## src/cpp_pkg.sv

```systemverilog
`default_nettype none
package cpp_pkg;

  typedef enum logic [1:0] {
    CMD_LOAD    = 2'd0,
    CMD_PROJECT = 2'd1,
    CMD_FACING  = 2'd2,
    CMD_NONE    = 2'd3
  } cmd_e;

  localparam logic KIND_PROJECT = 1'b0;
  localparam logic KIND_FACING  = 1'b1;

  // config register indexes
  localparam logic [7:0] REG_FOCAL_X  = 8'd0;
  localparam logic [7:0] REG_FOCAL_Y  = 8'd1;
  localparam logic [7:0] REG_CENTER_X = 8'd2;
  localparam logic [7:0] REG_CENTER_Y = 8'd3;

  localparam int unsigned NUM_POSE = 12;
  localparam int unsigned POS_BASE = 9;
  localparam logic [31:0] ONE_Q16 = 32'h0001_0000;

  // quotient bits kept by the divider; anything larger saturates the pixel
  localparam int unsigned DIV_STEPS = 35;

  localparam logic signed [63:0] MAX32 = 64'sh0000_0000_7fff_ffff;
  localparam logic signed [63:0] MIN32 = 64'shffff_ffff_8000_0000;

  // one classified word between front and back; d is [vertex][axis]
  typedef struct packed {
    logic             kind;
    logic [8:0][31:0] rot;
    logic [2:0][2:0][31:0] d;
  } work_t;

  typedef struct packed {
    logic        kind;
    logic [31:0] pixel_u;
    logic [31:0] pixel_v;
    logic        faces;
    logic        bad;
  } result_t;

  function automatic logic [31:0] sat32(input logic signed [63:0] v);
    if (v > MAX32) begin
      return 32'h7fff_ffff;
    end else if (v < MIN32) begin
      return 32'h8000_0000;
    end else begin
      return v[31:0];
    end
  endfunction

endpackage
`default_nettype wire

```

## src/cpp_front.sv

```systemverilog
`default_nettype none
module cpp_front (
  input  logic                clk_i,
  input  logic                rst_ni,
  input  logic                push,
  output logic                full,
  input  logic [1:0]          cmd_i,
  input  logic [3:0]          word_index_i,
  input  logic [31:0]         word_value_i,
  input  logic [2:0][2:0][31:0] world_i,
  output logic                work_valid_o,
  output cpp_pkg::work_t      work_o,
  input  logic                work_full_i
);
  logic [31:0] pose_q [cpp_pkg::NUM_POSE];
  logic valid_q, valid_d;
  logic accept, is_item, take;
  cpp_pkg::work_t work_q, work_d;

  assign full    = valid_q && work_full_i;
  assign accept  = push && !full;
  assign is_item = (cmd_i == cpp_pkg::CMD_PROJECT) || (cmd_i == cpp_pkg::CMD_FACING);
  assign take    = valid_q && !work_full_i;

  assign work_valid_o = valid_q;
  assign work_o       = work_q;

  // snapshot of the pose plus saturated world-minus-position differences
  always_comb begin
    work_d.kind = (cmd_i == cpp_pkg::CMD_FACING) ? cpp_pkg::KIND_FACING
                                                 : cpp_pkg::KIND_PROJECT;
    for (int i = 0; i < 9; i++) begin
      work_d.rot[i] = pose_q[i];
    end
    for (int v = 0; v < 3; v++) begin
      for (int j = 0; j < 3; j++) begin
        work_d.d[v][j] = cpp_pkg::sat32(64'($signed(world_i[v][j]))
                         - 64'($signed(pose_q[cpp_pkg::POS_BASE + j])));
      end
    end
    valid_d = valid_q;
    if (accept && is_item) begin
      valid_d = 1'b1;
    end else if (take) begin
      valid_d = 1'b0;
    end
  end

  always_ff @(posedge clk_i or negedge rst_ni) begin
    if (!rst_ni) begin
      valid_q <= 1'b0;
      for (int i = 0; i < cpp_pkg::NUM_POSE; i++) begin
        pose_q[i] <= (i == 0 || i == 4 || i == 8) ? cpp_pkg::ONE_Q16 : 32'h0;
      end
    end else begin
      valid_q <= valid_d;
      if (accept && (cmd_i == cpp_pkg::CMD_LOAD)
          && (word_index_i < 4'(cpp_pkg::NUM_POSE))) begin
        pose_q[word_index_i] <= word_value_i;
      end
    end
  end

  always_ff @(posedge clk_i) begin
    if (accept && is_item) begin
      work_q <= work_d;
    end
  end

endmodule
`default_nettype wire

```

## config.mk

```make
export PLATFORM = sky130hd
export DESIGN_NAME = cpp_front
export DESIGN_NICKNAME = d
export VERILOG_FILES = /design/src/cpp_pkg.sv /design/src/cpp_front.sv
export SDC_FILE = /design/constraint.sdc
export NUM_CORES = 2
export LEC_CHECK = 0
export BUFFER_PORTS_ARGS = -buffer_cell sky130_fd_sc_hd__buf_2
export CAP_MARGIN = 25
export CORE_AREA = 4 4 407 409
export DETAILED_ROUTE_END_ITERATION = 8
export DIE_AREA = 0 0 411 413
export GPL_TIMING_DRIVEN = 0
export PLACE_DENSITY_LB_ADDON = 0.08
export SYNTH_ARGS = -nofsm -noshare
export SYNTH_HDL_FRONTEND = slang
export SYNTH_SLANG_ARGS = --single-unit
```

## constraint.sdc

```tcl
create_clock -name clk_i -period 17.4 [get_ports clk_i]
set_input_delay 0.87 -clock clk_i [delete_from_list [all_inputs] [get_ports clk_i]]
set_output_delay 0.87 -clock clk_i [all_outputs]
set_load 0.03 [all_outputs]
```

==> impl_metrics.tcl <==
set metrics [dict create \
    ant_nets 0 \
    wl_per_cell_um 25.6 \
    run_status "finished clean" \
    grt_pass1_wl_um 264000 \
    num_rows 148 \
    drt_iter0_markers 2284 \
    vias_per_cell 4.92 \
    drv_slew 0 \
    ys.flop_type "edfxtp_1" \
    required_ns 17.97 \
    synthToLayoutAreaGrowth_pct 24.7 \
    firstDrtPassIters 6 \
    grt_pass1_vias 36100 \
    port_buffers 908 \
    grt_util_all_layers_pct 21.5 \
    place.gp.congestion 0.871 \
    ys_top_cells_by_area "edfxtp_1, dfrtp_1, ha_1" \
    synth_edf_count 577 \
    seq_power_share_pct 36.4 \
    synth.top_cell.area_share_pct 35.8 \
    overflow 0 \
    critPathLaunchType "flip-flop" \
    stdcell_count 7383 \
    relSlewSlack_pct 35.9 \
    worstPathArrival_ns 5.72 \
    period_share_pct 29.6 \
    synth_top_area_cell "edfxtp_1" \
    cts_buffers 111 \
    synth_seq_cells 962 \
    dp_cells 7141 \
    p_sw_share_pct 36.1 \
    cts_root_buf "clkbuf_16" \
    maxCapViolations 0 \
    critical_path_class "reg -> reg" \
    p_sw_mw 2.99 \
    dieWidth_um 411 \
    htreeDepth 3 \
    cts_tree "done" \
    initial_core_util_pct 29.9 \
    drcViolationCount 0 \
    async_flop_share_pct 40.0 \
    p_per_area_mw_per_mm2 137 \
    clkSinkCount 962 \
    ir_worst_vdd_mv 0.0916 \
    vias 36300 \
    skew_ns 0.0559 \
    wirelength_um 189000 \
    crit_path_end_kind "flip-flop" \
    p_int_mw 5.29 \
    hold_violations 0 \
    nets 5709 \
    ys_top_cells_by_count "edfxtp_1, dfrtp_1, a21oi_1, o21ai_0, mux2_2" \
    fp.dieH_um 413 \
    pwr-share-clk_pct 29.8 \
    path_clk_slew_ns 0.06 \
    grt_max_degree 101 \
    insertion_delay_ns 0.75 \
    critPathMaxFanout 10 \
    die-area_sq_mm 0.170 \
    cts_resized 0 \
    post_cts_buffers 0 \
    syn_avg_cell_area_sq_um 12.0 \
    hold_class "in -> reg" \
    place_ws_ns 12.15 \
    tightest_slew_ns 0.961 \
    synth_most_common_cell "edfxtp_1" \
    synth_cell_types 92 \
    period_minus_slack_ns 5.15 \
    synth.net_count 4652 \
    syn_inst 4023 \
    setup-violations-final 0 \
    core_area_sq_mm 0.162 \
    final.setup.worst_slack_ns 12.25 \
    dp_hpwl_um 146000 \
    power_frac_comb_pct 33.9 \
    syn-cell-area_sq_mm 0.0484 \
    fmax_mhz 194 \
    antenna_found_initial 56 \
    io_pins 909 \
    rsz0062_at_grt "false" \
    ys.warnings.count 0 \
    seq_area_frac_synth_pct 55.7 \
    cts.path.max_buffers 3 \
    leakagePower_nw 26.7 \
    layout-drive-gt1-share_pct 29.0 \
]
## logic make-up after synthesis
logic type | count (synthesis) | synth area share [%]
mux | 293 | 6.81
fa+ha+maj | 356 | 9.06
compound gates | 1130 | 14.4
buf+inv | 345 | 2.75
simple gates | 701 | 6.94
xor+xnor | 236 | 4.29
flops | 962 | 55.7
## path summary, 6_finish.rpt
path	start	endpoint	slack [ns]	cells after the start
max	pose_q[65]	work_o[216]	12.25	13
min	word_value_i[29]	pose_q[189]	0.37	2
max reg2reg	pose_q[65]	work_o[216]	12.25	13
min reg2reg	pose_q[102]	work_o[550]	0.42	0
max in group asynchronous	rst_ni	pose_q[20]	15.24	5
min in group asynchronous	rst_ni	pose_q[186]	0.47	2
## metal layers
layer / vias to the layer above / share of wire (%) / track usage (%)
met4: 4 / 2.7 / 6.48
li1: 17000 / - / -
met3: 230 / 8.2 / 6.38
met2: 1096 / 46 / 34.8
met1: 17900 / 43 / 27.8
met5: - / 0.013 / 0
## state kept, by name (all words and copies together) (netlist names)
| signal | cells |
|---|---|
| pose_q | 384 |
| work_valid_o | 1 |
| work_o | 577 |
## cell type report
type	count	area (sq um)
clock inverter	54	714
buffer	166	679
antenna	30	75.1
timing repair buffer	944	5270
inverter	179	672
sequential	962	27000
multi-input combinational	2716	20100
clock buffer	157	3160
tap	2175	2720
fill	16200	102000
## placed cells by master (no fill, tap or decap), types with 12 or more instances in the layout
cell type,Yosys,routed
a211oi_1,22,22
a21boi_0,12,12
a21o_1,159,159
a21oi_1,365,365
a31oi_1,21,21
and2_1,17,17
and3_1,31,30
buf_16,0,17
buf_2,23,930
buf_8,0,13
clkbuf_1,132,142
clkbuf_16,0,112
clkbuf_2,0,16
clkbuf_8,0,19
clkinv_2,0,18
dfrtp_1,382,382
diode_2,0,30
edfxtp_1,577,577
ha_1,290,290
inv_1,179,179
maj3_1,53,53
mux2_2,291,291
nand2_1,242,242
nand2b_1,43,43
nand3_1,50,50
nand4_1,32,32
nor2_1,143,142
nor2b_1,47,47
nor3_1,42,41
o211ai_1,14,14
o21a_1,48,48
o21ai_0,314,314
o21ai_1,13,13
o21bai_1,16,16
o31a_1,15,15
o31ai_1,18,18
or2_2,13,13
xnor2_1,116,116
xor2_1,119,119
## per-stage QoR
step	hold slack, ns	power, mW	util [%]	area, sq um	setup TNS, ns
CTS	0.285	8.39	37.2	60300	0
global route	0.330	8.75	37.2	60300	0
detailed placement	0.426	5.88	34.8	56400	0
finish	0.372	8.28	37.3	60400	0
global placement	0.423	5.95	34.4	55700	-3782.87
floorplan	0.419	5.01	-	48400	0
## worst max-delay path: stages (launching register included)
cell	delay (ns)
dfrtp_1	0.61
inv_1	0.31
ha_1	0.35
nor2b_1	0.14
o2111ai_1	0.25
a32oi_1	0.24
a31oi_1	0.41
a21oi_1	0.24
a2111oi_2	0.64
o211ai_1	0.21
xor2_1	0.72
nand2_1	0.38
buf_2	0.31
a21oi_1	0.16
## timing repair
item | in CTS | in global routing
hold buffers | 1 | 0
endpoints found under the setup margin | 0 | 0
hold endpoints to repair | 3 | 0
## power by group through the flow
stage	registers, mW	clock network, mW	logic [mW]
CTS	3.02	2.54	2.83
detailed placement	3.06	0	2.82
global placement	3.15	0	2.79
global route	3.04	2.64	3.08
finish	3.01	2.47	2.81
floorplan	3.44	0	1.58
No activity file was read; power rests on OpenSTA's default activity.
