**src/cpp_fifo.sv**
```systemverilog
`default_nettype none
module cpp_fifo #(
  parameter int unsigned WIDTH = 8,
  parameter int unsigned DEPTH = 2
) (
  input  logic             clk_i,
  input  logic             rst_ni,
  input  logic             push_i,
  input  logic [WIDTH-1:0] data_i,
  output logic             full_o,
  input  logic             pop_i,
  output logic [WIDTH-1:0] data_o,
  output logic             empty_o
);
  localparam int unsigned PW = (DEPTH > 1) ? $clog2(DEPTH) : 1;
  localparam int unsigned CW = $clog2(DEPTH + 1);

  logic [WIDTH-1:0] mem_q [DEPTH];
  logic [PW-1:0] wptr_q, wptr_d, rptr_q, rptr_d;
  logic [CW-1:0] count_q, count_d;
  logic do_push, do_pop;

  assign full_o  = (count_q == CW'(DEPTH));
  assign empty_o = (count_q == '0);
  assign do_push = push_i && !full_o;
  assign do_pop  = pop_i && !empty_o;
  assign data_o  = mem_q[rptr_q];

  always_comb begin
    wptr_d = wptr_q;
    rptr_d = rptr_q;
    if (do_push) begin
      wptr_d = (wptr_q == PW'(DEPTH - 1)) ? '0 : wptr_q + 1'b1;
    end
    if (do_pop) begin
      rptr_d = (rptr_q == PW'(DEPTH - 1)) ? '0 : rptr_q + 1'b1;
    end
    unique case ({do_push, do_pop})
      2'b10:   count_d = count_q + 1'b1;
      2'b01:   count_d = count_q - 1'b1;
      default: count_d = count_q;
    endcase
  end

  always_ff @(posedge clk_i or negedge rst_ni) begin
    if (!rst_ni) begin
      wptr_q  <= '0;
      rptr_q  <= '0;
      count_q <= '0;
    end else begin
      wptr_q  <= wptr_d;
      rptr_q  <= rptr_d;
      count_q <= count_d;
    end
  end

  always_ff @(posedge clk_i) begin
    if (do_push) begin
      mem_q[wptr_q] <= data_i;
    end
  end

endmodule
`default_nettype wire

```
**config.mk**
```make
export PLATFORM = sky130hd
export DESIGN_NAME = cpp_fifo
export DESIGN_NICKNAME = d
export VERILOG_FILES = /design/src/cpp_fifo.sv
export SDC_FILE = /design/constraint.sdc
export NUM_CORES = 1
export LEC_CHECK = 0
export ABC_CLOCK_PERIOD_IN_PS = 2600
export BUFFER_PORTS_ARGS = -buffer_cell sky130_fd_sc_hd__buf_4
export CAP_MARGIN = 30
export CORE_ASPECT_RATIO = 0.8
export CORE_UTILIZATION = 25
export CTS_CLUSTER_DIAMETER = 50
export DETAILED_ROUTE_END_ITERATION = 8
export PLACE_DENSITY = 0.47
export SETUP_SLACK_MARGIN = 0.02
export SLEW_MARGIN = 5
export SYNTH_ARGS = -nofsm -noshare
export SYNTH_HDL_FRONTEND = slang
export SYNTH_SLANG_ARGS = --single-unit
```
**constraint.sdc**
```tcl
create_clock -name clk_i -period 2.6 [get_ports clk_i]
set_input_delay 0 -clock clk_i [delete_from_list [all_inputs] [get_ports clk_i]]
set_output_delay 0 -clock clk_i [all_outputs]
set_load 0.05 [all_outputs]
```
==> metrics.cfg, run 1 <==
[status]
outcome = complete, no violations

[placed_design]
dp_hpwl_um = 875
io_buffers = 21
placed_cell_area_sq_um = 972
gp_congestion = 0.608

[worst_setup_path]
cp-start-kind = flop
slowest_delay_ns = 0.55
required_ns = 2.48
worstSetupPathType = reg -> reg
worstPathArrival_ns = 1.48
cp_cell_sequence = nand2b_1, nand2_1, nor2_1
worstPathMaxFanout = 8
r2r_slack_ns = 1.0
cp-end-kind = flop
cp_slowest_cell = nor2_1

[floorplan]
die_w_um = 64.1
rows = 17
coreArea_sq_mm = 0.00285
die_h_um = 51.7
io-pin-count = 22
die_area_sq_mm = 0.00332
start_util = 0.271

[yosys]
synthMuxAreaShare = 0.117
yosys.area_share.simple = 0.0470
synth_compound_area_frac = 0
synth_fa_ha_area_frac = 0.0162
avgSynthCellArea_sq_um = 18.0
ys_ff_latch = 20
netlist.area_leader.share = 0.622
postSynthCellCount = 43
synth_cell_types = 13
mappedNetlistNets = 56
yosysTopAreaCell = edfxtp_1
synth_xor_area_frac = 0.0567
ys_warn_count = 0
seq_area_frac_synth = 0.752
synth_top_family_by_area = multiplexers
synthTopCellsByArea = edfxtp_1 (62%), dfrtp_1 (13%), mux2_2 (12%)
syn_area_sq_um = 772

[clock_tree]
cts_tree = built
cts_made_buffers = 3
cts_buffer_depth = 2
clk_latency_ns = 0.25
cts.sinks = 20
root_buffer = clkbuf_8
cts_htree_levels = 1
path_clk_slew_ns = 0.07

[sta]
clock_skew_ns = 0.00556
maxSlewViolCount = 0
hold_viol = 0
worstMarginPinSlew_ns = 0.700
rsz0062_at_grt = false
min_period_over_period = 0.615
period_needed_ns = 1.60
setup_tns_ns = 0
setup_viol = 0
slew_headroom = 0.532
max_freq_mhz = 625

[layout]
layout_commonest_cell = buf_4
fin_nets = 90
syn_to_final_growth_pct = 43.4
post-route-util = 0.388
antennaDiodeCount = 0
drive_gt1_frac = 0.434
final_cell_area_sq_mm = 0.00111
layout_common_cells = buf_4 (21), edfxtp_1 (16), dlygate4sd3_1 (9), mux2_2 (8), dfrtp_1 (4)

[global_route]
grt_pass1_wl_mm = 2.05
overflow = 0
grt_max_degree = 12
grt_pass1_vias = 458
antenna_found_initial = 0
grt_usage = 0.0888

[hold_path]
min_path_type = in -> async

[run]
cap_violations = 0

[detailed_routing]
drt-total-wl_mm = 1.26
viasPerCell = 3.89
drt_iter0_markers = 10
routedWlPerCell_um = 11.0
drc_errors = 0
vias = 444
postRouteAntennaNets = 0
detail_route.first_pass.iterations = 4

[power_and_ir_drop]
cellPowerDensity_mw_per_mm2 = 1190
ir_drop_uv = 330
power_leakage_nw = 0.441

## per-layer routing
metal | wire, um | up-vias | GRT usage
li1 | - | 220 | -
met5 | 0 | - | 0
met4 | 27 | 0 | 0.0556
met2 | 555 | 14 | 0.147
met1 | 601 | 208 | 0.0937
met3 | 74 | 2 | 0.0395
## critical path: cells and delay by family, from the launching register on
family	cells	cell delay [ns]
and+or+nand+nor	3	0.82
DFF	1	0.41
## where the power goes
part	total (mW)	internal (mW)	leakage (nW)	switching (mW)
logic	0.612	0.226	0.222	0.386
registers	0.513	0.449	0.195	0.0649
clock network	0.196	0.105	0.0231	0.0909
total	1.32	0.779	0.441	0.542
## stage by stage
stage          power, mW  instances  hold slack, ns  setup WS (ns)
5_1_grt             1.39        114          0.0859          0.884
3_5_place_dp        1.13        101          -0.198          0.970
3_3_place_gp        1.12        101          -0.201           1.09
2_1_floorplan      0.962         43          -0.296          0.708
6_report            1.32        114          0.0750           1.00
4_1_cts             1.34        114          0.0646          0.959
## repair_timing
item                                   in CTS  in global routing
setup buffers                               0                  0
resized for setup                           0                  0
hold buffers                                9                  0
endpoints found under the hold margin      20                  0
## synthesized netlist by cell type
cell and count:
and3_1 1, buf_2 1, dfrtp_1 4, edfxtp_1 16
ha_1 1, inv_1 1, mux2_2 8, nand2_1 1
nand2b_1 1, nor2_1 3, nor2b_2 1, xnor2_1 3
xor2_1 2
## cells by family (layout without fill, tap and decap cells)
logic type,Yosys count,after routing
flops,20,20
simple gates,7,7
mux,8,8
buf+inv,2,35
xor+xnor,5,5
fa+ha+maj,1,1
## layout make-up
type / count / area (sq um)
sequential: 20 / 581
fill: 282 / 1740
inverter: 1 / 3.75
tap: 38 / 47.5
timing repair buffer: 30 / 248
clock inverter: 1 / 3.75
multi-input combinational: 21 / 183
clock buffer: 3 / 41.3
## final timing paths
check | cells after the start | endpoint | from
worst max-delay path | 3 | mem_q[0][7]$_DFFE_PP_ | count_q[0]$_DFFE_PN0P_
min in group clk_i | 3 | wptr_q$_DFFE_PN0P_ | push_i
worst min register to register | 1 | count_q[1]$_DFFE_PN0P_ | count_q[1]$_DFFE_PN0P_
worst max register to register | 3 | mem_q[0][7]$_DFFE_PP_ | count_q[0]$_DFFE_PN0P_
max in group asynchronous | 2 | wptr_q$_DFFE_PN0P_ | rst_ni
worst min-delay path | 2 | rptr_q$_DFFE_PN0P_ | rst_ni
## registers in the layout, indices dropped and copies added, names as in the netlist
signal,count
rptr_q,1
count_q,2
mem_q,16
wptr_q,1
Power figures use the tool's default switching activity.
==> run 2: changes to the inputs <==
--- a/config.mk
+++ b/config.mk
@@ -5,14 +5,15 @@
 export SDC_FILE = /design/constraint.sdc
 export NUM_CORES = 1
 export LEC_CHECK = 0
-export ABC_CLOCK_PERIOD_IN_PS = 2600
+export ABC_AREA = 1
+export ABC_CLOCK_PERIOD_IN_PS = 1350
 export BUFFER_PORTS_ARGS = -buffer_cell sky130_fd_sc_hd__buf_4
 export CAP_MARGIN = 30
 export CORE_ASPECT_RATIO = 0.8
 export CORE_UTILIZATION = 25
 export CTS_CLUSTER_DIAMETER = 50
 export DETAILED_ROUTE_END_ITERATION = 8
-export PLACE_DENSITY = 0.47
+export PLACE_DENSITY = 0.49
 export SETUP_SLACK_MARGIN = 0.02
 export SLEW_MARGIN = 5
 export SYNTH_ARGS = -nofsm -noshare
==> constraint.sdc (replaced) <==
create_clock -name clk_i -period 1.35 [get_ports clk_i]
set_input_delay 0 -clock clk_i [delete_from_list [all_inputs] [get_ports clk_i]]
set_output_delay 0 -clock clk_i [all_outputs]
set_load 0.05 [all_outputs]
==> metrics.cfg, run 2 <==
[placed_design]
gp_congestion = 0.669  ; +10%
dp_worst_setup_slack_ns = -0.0232  ; -0.994 ns
dp_hpwl_mm = 1.11  ; +26%
placed_cell_area_sq_mm = 0.00108  ; +11%
io_buffers = 21  ; unchanged

[status]
outcome = complete, no violations

[sta]
min_period_over_period = 0.956  ; +0.341
clock_skew_ns = 0.00315  ; -0.00241 ns
worstMarginPinSlew_ns = 0.232  ; -0.468 ns
rsz0062_at_grt = true
period_needed_ns = 1.29  ; -0.309 ns
setup_viol = 0  ; unchanged
max_freq_mhz = 775  ; +24%
hold_viol = 0  ; unchanged
maxSlewViolCount = 0  ; unchanged
final.setup.worst_slack_ns = 0.0594  ; -0.941 ns
slew_headroom = 0.846  ; +0.314

[clock_tree]
cts_tree = built
clk_latency_ns = 0.26  ; about the same
cts.sinks = 20  ; unchanged
cts_made_buffers = 3  ; unchanged
cts_buffer_depth = 2  ; unchanged
path_clk_slew_ns = 0.07  ; about the same
cts_htree_levels = 1  ; unchanged
root_buffer = clkbuf_8

[yosys]
synth.most_common_cell = nand2_1
synth_top_family_by_area = simple AND/OR/NAND/NOR gates
yosys.area_share.simple = 0.201  ; +0.154
synth_xor_area_frac = 0.0107  ; -0.0460
netlist.area_leader.share = 0.588  ; -0.0343
postSynthCellCount = 74  ; +72%
synth_cell_types = 14  ; +1
yosysTopAreaCell = edfxtp_1
synth_fa_ha_area_frac = 0.0153  ; -0.000894
seq_area_frac_synth = 0.711  ; -0.0415
avgSynthCellArea_sq_um = 11.0  ; -39%
synthMuxAreaShare = 0  ; -0.117
synth_edf_count = 16  ; unchanged
ys_ff_latch = 20  ; unchanged
synth_compound_area_frac = 0.0107  ; +0.0107
ys_warn_count = 0  ; unchanged
ys.flop_type = edfxtp_1
synth_common_cells = nand2_1 (32), edfxtp_1 (16), inv_1 (7)
syn_area_sq_um = 817  ; +5.8%
mappedNetlistNets = 87  ; +55%
synthTopCellsByArea = edfxtp_1 (59%), nand2_1 (15%), dfrtp_1 (12%)
async_reset_ff_frac = 0.200  ; unchanged

[layout]
drive_gt1_frac = 0.393  ; -0.0410
antennaDiodeCount = 0  ; unchanged
final_cell_area_sq_mm = 0.00129  ; +16%
largest_reg_flops = 16  ; unchanged
fin_nets = 131  ; +46%
reg_top3 = mem_q x16, count_q x2
layout_commonest_cell = nand2_1
syn_to_final_growth_pct = 57.7
layout_common_cells = nand2_1 (32), buf_4 (30), edfxtp_1 (16), dlygate4sd3_1 (10), inv_1 (5)
multi_input_area_sq_um = 219  ; +20%
regMostFlops = mem_q
fillers = 318  ; +13%
regArea_sq_um = 583  ; +0.43%

[worst_setup_path]
r2r_slack_ns = 0.06  ; -0.94 ns
r2r_cells = 9  ; +6
worstSetupPathType = reg -> reg
worstPathArrival_ns = 1.44  ; -0.04 ns
cp-end-kind = flop
worstPathMaxFanout = 5  ; -3
slowest_delay_ns = 0.46  ; -0.09 ns
crit_family = flip-flops
endpoint = count_q[1]$_DFFE_PN0P_
cp-start-kind = flop
worst-path-stages = 9  ; +6
cp_slowest_cell = dfrtp_2
reg2reg_from = count_q[0]$_DFFE_PN0P_
cp_cell_sequence = inv_2, nand2_2, nand2_2, inv_1, ha_4, inv_2, nand3_1, nand2_1, nand2_1
critPathBufInv = 3  ; +3
startpoint = count_q[0]$_DFFE_PN0P_
required_ns = 1.50  ; -0.98 ns
reg2reg_to = count_q[1]$_DFFE_PN0P_

[detailed_routing]
postRouteAntennaNets = 0  ; unchanged
drt-total-wl_mm = 1.65  ; +31%
drc_errors = 0  ; unchanged
drt_iter0_markers = 20  ; +10
detail_route.first_pass.iterations = 4  ; unchanged
vias = 628  ; +41%
viasPerCell = 4.00  ; +2.7%
routedWlPerCell_um = 10.5  ; -5.1%

[power_and_ir_drop]
power_leakage_nw = 0.592  ; +34%
ir_drop_uv = 1060  ; +220%
cellPowerDensity_mw_per_mm2 = 2490  ; +110%

[floorplan]
start_util = 0.263  ; -0.00797
die_w_um = 65.9  ; +2.8%
coreArea_sq_mm = 0.00311  ; +9.0%
die_area_sq_mm = 0.00350  ; +5.6%
die_h_um = 53.1  ; +2.8%
rows = 18  ; +1
io-pin-count = 22  ; unchanged

[global_route]
overflow = 0  ; unchanged
grt_pass1_wl_mm = 2.53  ; +24%
antenna_found_initial = 0  ; unchanged
grt_max_degree = 13  ; +1
grt_pass1_vias = 570  ; +24%
grt_usage = 0.102  ; +0.0128

[run]
cap_violations = 0  ; unchanged

[hold_path]
min_path_type = in -> reg

## run 2: per-layer routing
metal,up-vias,GRT usage,share of wire
li1,319,-,-
met1,290,0.135,0.46
met2,19,0.156,0.49
met3,0,0.0259,0.047
met4,0,0.0435,0
met5,-,0,0
## run 2: power breakdown
group          total, mW  internal [mW]  switching [mW]
logic               1.62          0.574            1.05
registers          0.989          0.863           0.126
clock network      0.594          0.395           0.198
total               3.21           1.83            1.37
## run 2: cells by family (layout without fill, tap and decap cells)
family                   after synthesis  after routing
XOR/XNOR                               1              1
AO/OA/AOI/OAI                          1              1
flip-flops                            20             20
AND/OR/NAND/NOR                       40             40
buffers and inverters                 11             54
adder cells (fa/ha/maj)                1              1
## run 2: cell type report
class | count | area share
Sequential cell | 20 | 0.452
Timing Repair Buffer | 40 | 0.252
Multi-Input combinational cell | 43 | 0.170
Tap cell | 40 | 0.0388
Clock buffer | 3 | 0.0320
Inverter | 10 | 0.0311
Clock inverter | 1 | 0.0233
## run 2: how the worst min path moves through the flow
stage	from	endpoint	depth (start not counted)
finish	push_i	wptr_q$_DFFE_PN0P_	3
global route	push_i	wptr_q$_DFFE_PN0P_	3
CTS	push_i	wptr_q$_DFFE_PN0P_	3
detailed placement	rst_ni	count_q[1]$_DFFE_PN0P_	1
global placement	rst_ni	count_q[1]$_DFFE_PN0P_	1
floorplan	rst_ni	count_q[0]$_DFFE_PN0P_	0
## run 2: stage by stage
step	TNS (ns)	hold WS, ns	instances	power [mW]	util
final	0	0.0519	157	3.21	0.415
after global routing	-0.0149	0.0690	157	3.39	0.415
after CTS	0	0.0395	155	3.15	0.407
after detailed placement	-0.0232	-0.198	141	2.50	0.347
after global placement	0	-0.198	141	2.48	0.347
after floorplan	0	-0.296	74	1.97	-
## run 2: worst min-delay path, cell delays in order
cell,delay [ns]
buf_4,0.11
nand3_1,0.09
nand2_1,0.08
## run 2: what timing repair did
| action | 4_1_cts | 5_1_grt |
|---|---|---|
| buffers inserted | 0 | 2 |
| hold buffers | 10 | 0 |
| endpoints found under the hold margin | 21 | 0 |
| endpoints found under the setup margin | 9 | 8 |
| resized for setup | 4 | 3 |
| gates cloned | 0 | 0 |
==> run 3: changes to the inputs <==
--- a/config.mk
+++ b/config.mk
@@ -5,11 +5,11 @@
 export SDC_FILE = /design/constraint.sdc
 export NUM_CORES = 1
 export LEC_CHECK = 0
-export ABC_AREA = 1
 export ABC_CLOCK_PERIOD_IN_PS = 1350
 export BUFFER_PORTS_ARGS = -buffer_cell sky130_fd_sc_hd__buf_4
 export CAP_MARGIN = 30
 export CORE_ASPECT_RATIO = 0.8
+export CORE_MARGIN = 1.5
 export CORE_UTILIZATION = 25
 export CTS_CLUSTER_DIAMETER = 50
 export DETAILED_ROUTE_END_ITERATION = 8
==> metrics.cfg, run 3 (synthesized netlist as in run 1, its figures left out) <==
[status]
outcome = complete, no violations

[layout]
regMostFlops = mem_q
fillers = 273  ; -14%
post-route-util = 0.436  ; +0.0217
layout_commonest_cell = buf_4
antennaDiodeCount = 0  ; unchanged
syn_to_final_growth_pct = 61.1
drive_gt1_frac = 0.586  ; +0.193
fin_nets = 101  ; -23%
final_cell_area_sq_mm = 0.00124  ; -3.5%
largest_reg_flops = 16  ; unchanged
reg_top3 = mem_q x16, count_q x2
layout_common_cells = buf_4 (27), edfxtp_1 (16), dlygate4sd3_1 (9), mux2_2 (8), buf_6 (5)
fin_cells = 125  ; -20%

[floorplan]
start_util = 0.271  ; +0.00797
die_w_um = 65.1  ; -1.2%
rows = 17  ; -1
die_area_sq_mm = 0.00343  ; -2.0%
die_h_um = 52.7  ; -0.81%
coreArea_sq_mm = 0.00285  ; -8.3%
io-pin-count = 22  ; unchanged

[worst_setup_path]
reg2reg_from = count_q[0]$_DFFE_PN0P_
startpoint = count_q[0]$_DFFE_PN0P_
cp-start-kind = flop
r2r_cells = 7  ; -2
worstPathMaxFanout = 3  ; -2
cp-end-kind = flop
worstPathArrival_ns = 1.45  ; about the same
required_ns = 1.48  ; -0.02 ns
worstSetupPathType = reg -> reg

[clock_tree]
root_buffer = clkbuf_8
cts_htree_levels = 1  ; unchanged
cts.sinks = 20  ; unchanged
path_clk_slew_ns = 0.07  ; about the same
cts_buffer_depth = 2  ; unchanged
cts_made_buffers = 3  ; unchanged
clk_latency_ns = 0.25  ; about the same
cts_tree = built

[detailed_routing]
drc_errors = 0  ; unchanged
postRouteAntennaNets = 0  ; unchanged
vias = 488  ; -22%
drt-total-wl_mm = 1.41  ; -14%
routedWlPerCell_um = 11.3  ; +7.4%
drt_iter0_markers = 11  ; -45%
detail_route.first_pass.iterations = 4  ; unchanged
viasPerCell = 3.90  ; -2.4%

[power_and_ir_drop]
ir_drop_uv = 864  ; -19%
cellPowerDensity_mw_per_mm2 = 2340  ; -6.0%
power_leakage_nw = 0.500  ; -16%

[run]
cap_violations = 0  ; unchanged

[sta]
rsz0062_at_grt = true
worstMarginPinSlew_ns = 0.199  ; -0.0327 ns
max_freq_mhz = 763  ; -1.6%
setup_viol = 0  ; unchanged
holdWs_ns = 0.0759  ; +0.0239 ns
slew_headroom = 0.867  ; +0.0218
maxSlewViolCount = 0  ; unchanged
hold_viol = 0  ; unchanged
min_period_over_period = 0.971  ; +0.0154
setup_tns_ns = 0  ; unchanged
period_needed_ns = 1.31  ; +0.0208 ns
clock_skew_ns = 0.00412  ; +0.000965 ns

[global_route]
antenna_found_initial = 0  ; unchanged
grt_max_degree = 12  ; -1
grt_pass1_wl_mm = 2.08  ; -18%
grt_pass1_vias = 449  ; -21%
overflow = 0  ; unchanged
grt_usage = 0.0870  ; -0.0146

[placed_design]
io_buffers = 21  ; unchanged
dp_hpwl_um = 884  ; -20%
placed_cell_area_sq_mm = 0.00100  ; -7.0%
gp_congestion = 0.641  ; -4.2%
dp_cells = 104  ; -26%

[hold_path]
min_path_type = in -> async

[run 3: final timing paths]
check	to	slack, ns
worst max-delay path	count_q[1]$_DFFE_PN0P_	0.04
worst min-delay path	rptr_q$_DFFE_PN0P_	0.08
worst max register to register	count_q[1]$_DFFE_PN0P_	0.04
worst min register to register	wptr_q$_DFFE_PN0P_	0.55
max in group asynchronous	rptr_q$_DFFE_PN0P_	1.16
min in group clk_i	wptr_q$_DFFE_PN0P_	0.15
[run 3: timing repair]
action / CTS / global route
hold buffers: 9 / 0
pin swaps: 4 / 3
setup buffers: 8 / 0
endpoints found under the setup margin: 17 / 23
hold endpoints to repair: 20 / 0
gates resized for setup: 4 / 11
[run 3: final cells by class]
type	instances	area, sq um	share of cell area
Sequential cell	20	582	0.468
Timing Repair Buffer	41	349	0.281
Multi-Input combinational cell	21	216	0.174
Tap cell	38	47.5	0.0382
Clock buffer	3	41.3	0.0332
Clock inverter	1	3.75	0.00302
Inverter	1	3.75	0.00302
[run 3: metal layers]
| metal | share of wire | GRT usage |
|---|---|---|
| met1 | 0.48 | 0.110 |
| met2 | 0.46 | 0.132 |
| met3 | 0.040 | 0.0194 |
| met4 | 0.014 | 0.0625 |
| met5 | 0 | 0 |
[run 3: worst max-delay path, cell delays in order (launching register included)]
cell     delay [ns]
dfrtp_1        0.39
buf_6          0.12
nor2_4         0.03
nor2b_2        0.19
ha_4           0.16
xnor2_1        0.12
nor2_2         0.05
xor2_1         0.14
[run 3: power by group]
group / switching (mW) / internal [mW]
clock: 0.175 / 0.202
combinational: 0.889 / 0.687
sequential: 0.0888 / 0.866
[run 3: per-stage QoR]
step	power (mW)	setup slack (ns)
floorplan	1.88	-0.108
global placement	2.24	-0.00686
detailed placement	2.25	-0.0762
CTS	2.83	0.00903
global route	3.06	-0.0714
finish	2.91	0.0386
